--- config.mk ---
export PLATFORM = sky130hd
export DESIGN_NAME = pcpa_ctrl
export DESIGN_NICKNAME = d
export VERILOG_FILES = /design/src/rtl/pcpa_pkg.sv /design/src/rtl/pcpa_ctrl.sv
export VERILOG_INCLUDE_DIRS = /design/src /design/src/rtl
export SDC_FILE = /design/constraint.sdc
export NUM_CORES = 1
export LEC_CHECK = 0
export BUFFER_PORTS_ARGS = -buffer_cell sky130_fd_sc_hd__buf_4
export CORE_AREA = 8 8 45 47
export CTS_CLUSTER_DIAMETER = 120
export DETAILED_ROUTE_END_ITERATION = 10
export DIE_AREA = 0 0 53 55
export PLACE_DENSITY = 0.65
export SYNTH_ARGS = -nofsm -noshare
export SYNTH_HDL_FRONTEND = slang
export SYNTH_SLANG_ARGS = --single-unit
--- constraint.sdc ---
create_clock -name clk -period 2.43 [get_ports clk]
set_clock_uncertainty 0.05 [all_clocks]
set_input_delay 0.243 -clock clk [delete_from_list [all_inputs] [get_ports clk]]
set_output_delay 0.243 -clock clk [all_outputs]
set_load 0.05 [all_outputs]
--- src/rtl/per_cpu_page_allocator_with_steal_macros.svh ---
// Assertion macros used by the allocator controller.
`ifndef PER_CPU_PAGE_ALLOCATOR_WITH_STEAL_MACROS_SVH
`define PER_CPU_PAGE_ALLOCATOR_WITH_STEAL_MACROS_SVH
// Assert that an antecedent implies a consequent in the same cycle.
`define PCPA_ASSERT_IMP(label, clk, rst_n, ante, cons, msg) \
    label: assert property (@(posedge clk) disable iff (!rst_n) (ante) |-> (cons)) else $error(msg);
// Assert that an antecedent implies a consequent in the next cycle.
`define PCPA_ASSERT_NEXT(label, clk, rst_n, ante, cons, msg) \
    label: assert property (@(posedge clk) disable iff (!rst_n) (ante) |=> (cons)) else $error(msg);
`endif

--- src/rtl/pcpa_pkg.sv ---
// Package with types, constants and codes of the per-CPU page allocator.
package pcpa_pkg;
    localparam int NUM_CPUS   = 8;
    localparam int NUM_PAGES  = 4096;
    localparam logic [31:0] BASE_ADDR = 32'h8000_0000;
    localparam logic [31:0] TOP_ADDR  = 32'h8100_0000;
    localparam int PAGE_BYTES = 4096;
    localparam int PAGE_SHIFT = 12;
    localparam int CPU_W   = $clog2(NUM_CPUS) > 0 ? $clog2(NUM_CPUS) : 1;
    localparam int PAGE_W  = $clog2(NUM_PAGES);
    localparam int LEN_W   = $clog2(NUM_PAGES + 1);
    localparam int PER_CPU = NUM_PAGES / NUM_CPUS;
    localparam logic [32:0] FIRST_PAGE =
        33'((64'(BASE_ADDR) + 64'(PAGE_BYTES) - 64'd1) / 64'(PAGE_BYTES) * 64'(PAGE_BYTES));

    localparam logic [1:0] ST_OK  = 2'd0;
    localparam logic [1:0] ST_OOM = 2'd1;
    localparam logic [1:0] ST_BAD = 2'd2;

    localparam logic ACT_ALLOC = 1'b0;
    localparam logic ACT_FREE  = 1'b1;

    typedef struct packed {
        logic        action;
        logic [2:0]  cpu;
        logic [31:0] address;
    } req_t;

    typedef struct packed {
        logic [31:0] page_address;
        logic [1:0]  status;
    } rsp_t;

    typedef enum logic [3:0] {
        S_INIT, S_IDLE, S_DECODE, S_FREE_CHK, S_POP_RD, S_POP_WB, S_SCAN,
        S_WALK, S_RESP
    } state_t;

    // Commands from controller to datapath.
    typedef struct packed {
        logic init_step;
        logic load_req;
        logic check_free;
        logic push;
        logic link_read_head;
        logic pop_commit;
        logic scan_step;
        logic walk_start;
        logic walk_step;
        logic steal_commit;
        logic set_oom;
        logic set_bad;
    } cmd_t;

    // Status from datapath to controller.
    typedef struct packed {
        logic init_done;
        logic is_free;
        logic cpu_ok;
        logic own_nonempty;
        logic free_ok;
        logic scan_hit;
        logic scan_end;
        logic walk_done;
    } sts_t;

    // Reset owner of page p.
    function automatic logic [CPU_W-1:0] init_owner(input logic [PAGE_W-1:0] p);
        logic [31:0] c;
        c = 32'(p) / 32'(PER_CPU);
        if (c >= 32'(NUM_CPUS)) c = 32'd0;
        return CPU_W'(c);
    endfunction
endpackage

--- src/rtl/pcpa_ctrl.sv ---
// Controller state machine of the allocator.
module pcpa_ctrl (
    input  logic           clk,
    input  logic           rst_n,
    input  logic           in_valid,
    output logic           in_ready,
    output logic           out_valid,
    input  logic           out_ready,
    input  pcpa_pkg::sts_t sts,
    input  logic           free_bit,
    output pcpa_pkg::cmd_t cmd
);
    import pcpa_pkg::*;
    `include "per_cpu_page_allocator_with_steal_macros.svh"

    state_t state_reg, state_next;

    always_ff @(posedge clk or negedge rst_n)
    begin
        if (!rst_n) state_reg <= S_INIT;
        else        state_reg <= state_next;
    end

    always_comb
    begin
        state_next = state_reg;
        cmd = '0;
        in_ready = 1'b0;
        out_valid = 1'b0;
        unique case (state_reg)
            S_INIT:
            begin
                if (sts.init_done) state_next = S_IDLE;
                else               cmd.init_step = 1'b1;
            end
            S_IDLE:
            begin
                in_ready = 1'b1;
                if (in_valid)
                begin
                    cmd.load_req = 1'b1;
                    state_next = S_DECODE;
                end
            end
            S_DECODE:
            begin
                if (sts.is_free)
                begin
                    if (sts.cpu_ok && sts.free_ok)
                    begin
                        cmd.check_free = 1'b1;
                        state_next = S_FREE_CHK;
                    end
                    else
                    begin
                        cmd.set_bad = 1'b1;
                        state_next = S_RESP;
                    end
                end
                else if (!sts.cpu_ok)
                begin
                    cmd.set_oom = 1'b1;
                    state_next = S_RESP;
                end
                else if (sts.own_nonempty)
                begin
                    state_next = S_POP_RD;
                end
                else
                begin
                    state_next = S_SCAN;
                end
            end
            S_FREE_CHK:
            begin
                if (free_bit) cmd.set_bad = 1'b1;
                else          cmd.push = 1'b1;
                state_next = S_RESP;
            end
            S_POP_RD:
            begin
                state_next = S_POP_WB;
            end
            S_POP_WB:
            begin
                cmd.pop_commit = 1'b1;
                state_next = S_RESP;
            end
            S_SCAN:
            begin
                if (sts.scan_end)
                begin
                    cmd.set_oom = 1'b1;
                    state_next = S_RESP;
                end
                else if (sts.scan_hit)
                begin
                    cmd.walk_start = 1'b1;
                    state_next = S_WALK;
                end
                else
                begin
                    cmd.scan_step = 1'b1;
                end
            end
            S_WALK:
            begin
                // The link read out now follows the last stolen page.
                if (sts.walk_done)
                begin
                    cmd.steal_commit = 1'b1;
                    state_next = S_RESP;
                end
                else
                begin
                    cmd.walk_step = 1'b1;
                end
            end
            S_RESP:
            begin
                out_valid = 1'b1;
                if (out_ready) state_next = S_IDLE;
            end
            default:
            begin
                state_next = S_INIT;
            end
        endcase
    end

    `PCPA_ASSERT_IMP(a_no_accept_in_init, clk, rst_n, state_reg == S_INIT, !in_ready, "input taken during init")
    `PCPA_ASSERT_IMP(a_excl, clk, rst_n, in_ready, !out_valid, "ready and valid both high")
    `PCPA_ASSERT_NEXT(a_resp_hold, clk, rst_n, out_valid && !out_ready, out_valid, "result dropped")
endmodule

==> reports/metrics.csv <==
metric;value;unit
synth_top_family_by_area;simple AND/OR/NAND/NOR gates;
h-tree-depth;1;
final_common_cell;buf_4;
synth_nets;80;
slew_viol_final;0;
power_density;1010;nW/um^2
largest_register_ffs;4;
vias;538;
vias_per_cell;5.08;
overflow;0;
drive_above_1_share;37.8;%
finalWeightedCongestion;0.742;
die_w;53;um
synth_compound_area_share;21.9;%
min_to;state_reg[3];
ir_drop;0.726;mV
synthArstFlopShare;100;%
synth_xor_area_share;0;%
period_needed;2090;ps
postRouteAntennaNets;0;
dp_hpwl;1070;um
grt_max_degree;15;
cts_resized;0;
coreArea;1380;sq um
grt_pass1_vias;470;
min_delay_path_depth;2;
crit_type;flop to output port;
ys.flop_type;dfrtp_1;
fin_crit_sh;86.2;%
hold_violations;0;
fin_tns_setup;0;ps
firstDrtPassIters;4;
cp_max_fo;14;
hp-class;input port to flop;
r2r_slack;640;ps
mostFrequentLayoutCells;25 x buf_4, 7 x nand2_1, 7 x nor3_1, 6 x nor2_1;
utilization;49.3;%
crit_path_start_kind;flop;
rsz0062_at_grt;false;
numCtsBuffers;3;
netlist_area;463;sq um
clock_latency;240;ps
cts_tree;built;
reg2reg_to;state_reg[2];
drt_iter0_markers;9;
endpoint_kind;output port;
synthToLayoutAreaGrowth;47.3;%
diodes;0;
grt_pass1_wl;1970;um
ys_types;30;
start_util;33.5;%
ys_warn_count;0;
portBuffers;25;
arrival;1800;ps
synth_fa_ha_area_share;0;%
cts_sinks;4;
ys_seq_elements;4;
wl;1350;um
seqCellArea;100;sq um
avgRoutedWirePerCell;12.7;um
critPathRequiredTime;2140;ps
ios;27;
die_y;55;um
power.total;0.000688;W
leakage;0.310;nW
cap_violations;0;
root_buffer;clkbuf_4;
grtUsageTotal;9.43;%
syn_inst;67;
synth-seq-area-share;21.6;%
reg2reg_from;state_reg[1];
antenna_found_initial;0;
rows;14;
fmax;478;MHz
min_from;out_ready;
avgSynthCellArea;6.91;sq um
setup_viol;0;
die-area;2920;sq um
fillers;142;
outcome;completed;
postCtsSetupRepairBufs;0;
reg2reg_depth;4;
muxShareOfSynthArea;0;%
nets;105;
cts_max_path_buffers;2;
route.detailed.drc;0;
synth-simple-area-share;45.1;%
multi_input_area;330;sq um
synth-edff-count;0;
path_clk_slew;40;ps
how the worst max path moves through the flow:
stage                 startpoint     end  slack, ps  cells after the start
global placement    state_reg[1]  cmd[9]        610                      3
detailed placement  state_reg[1]  cmd[9]        590                      3
global route        state_reg[1]  cmd[5]        230                      3
finish              state_reg[1]  cmd[5]        340                      3
floorplan           state_reg[3]  cmd[4]         80                      4
CTS                 state_reg[1]  cmd[9]        320                      3
cell type report:
cell class              count  area share (%)
multi-input cells          54            48.4
repair buffers             26            29.0
well taps                  16            2.94
flip-flops and latches      4            14.7
inverters                   3            1.65
clock buffers               3            3.30
report_power, final:
group	leakage [nW]	internal, W	switching, W
combinational	0.244	0.000176	0.000267
sequential	0.0525	0.0000908	0.0000691
clock	0.0138	0.0000554	0.0000295
total	0.310	0.000323	0.000366
cells by family after synthesis:
logic type      Yosys count
buf+inv                   9
flops                     4
simple gates             37
other cells               1
compound gates           16
metal layers:
| layer | wire length [um] | up-vias | track usage [%] |
|---|---|---|---|
| met5 | 0 | - | 0 |
| li1 | - | 280 | - |
| met1 | 554 | 239 | 9.97 |
| met3 | 105 | 3 | 3.21 |
| met2 | 658 | 16 | 13.9 |
| met4 | 29 | 0 | 10.3 |
critical path: stages (launching register included):
cell     delay, ps
dfrtp_1        540
or3b_1         510
nor3_2         260
buf_4          240
Yosys cell counts, drive strengths merged, types with 2 or more instances:
cell    n  share of area (%)
dfrtp   4                 22
clkbuf  3                2.4
nand2   7                5.7
nand2b  4                5.4
nor2    6                4.9
a21oi   4                4.3
nor3b   2                3.2
nand3b  2                3.2
nor3    9                 11
buf     3                5.7
o21ai   5                5.4
inv     3                2.4
metrics by stage:
step / cells / instance area, sq um / hold slack (ps) / worst slack, ps
6_report: 106 / 682 / 157 / 336
3_5_place_dp: 102 / 649 / -10.7 / 590
2_1_floorplan: 67 / 479 / -103 / 77.8
3_3_place_gp: 102 / 649 / -11.1 / 607
5_1_grt: 106 / 682 / 158 / 234
4_1_cts: 106 / 682 / 156 / 319
timing repair:
item,in CTS,in global routing
setup endpoints to repair,0,0
hold buffers,1,0
hold endpoints to repair,4,0
Power figures use the tool's default switching activity.
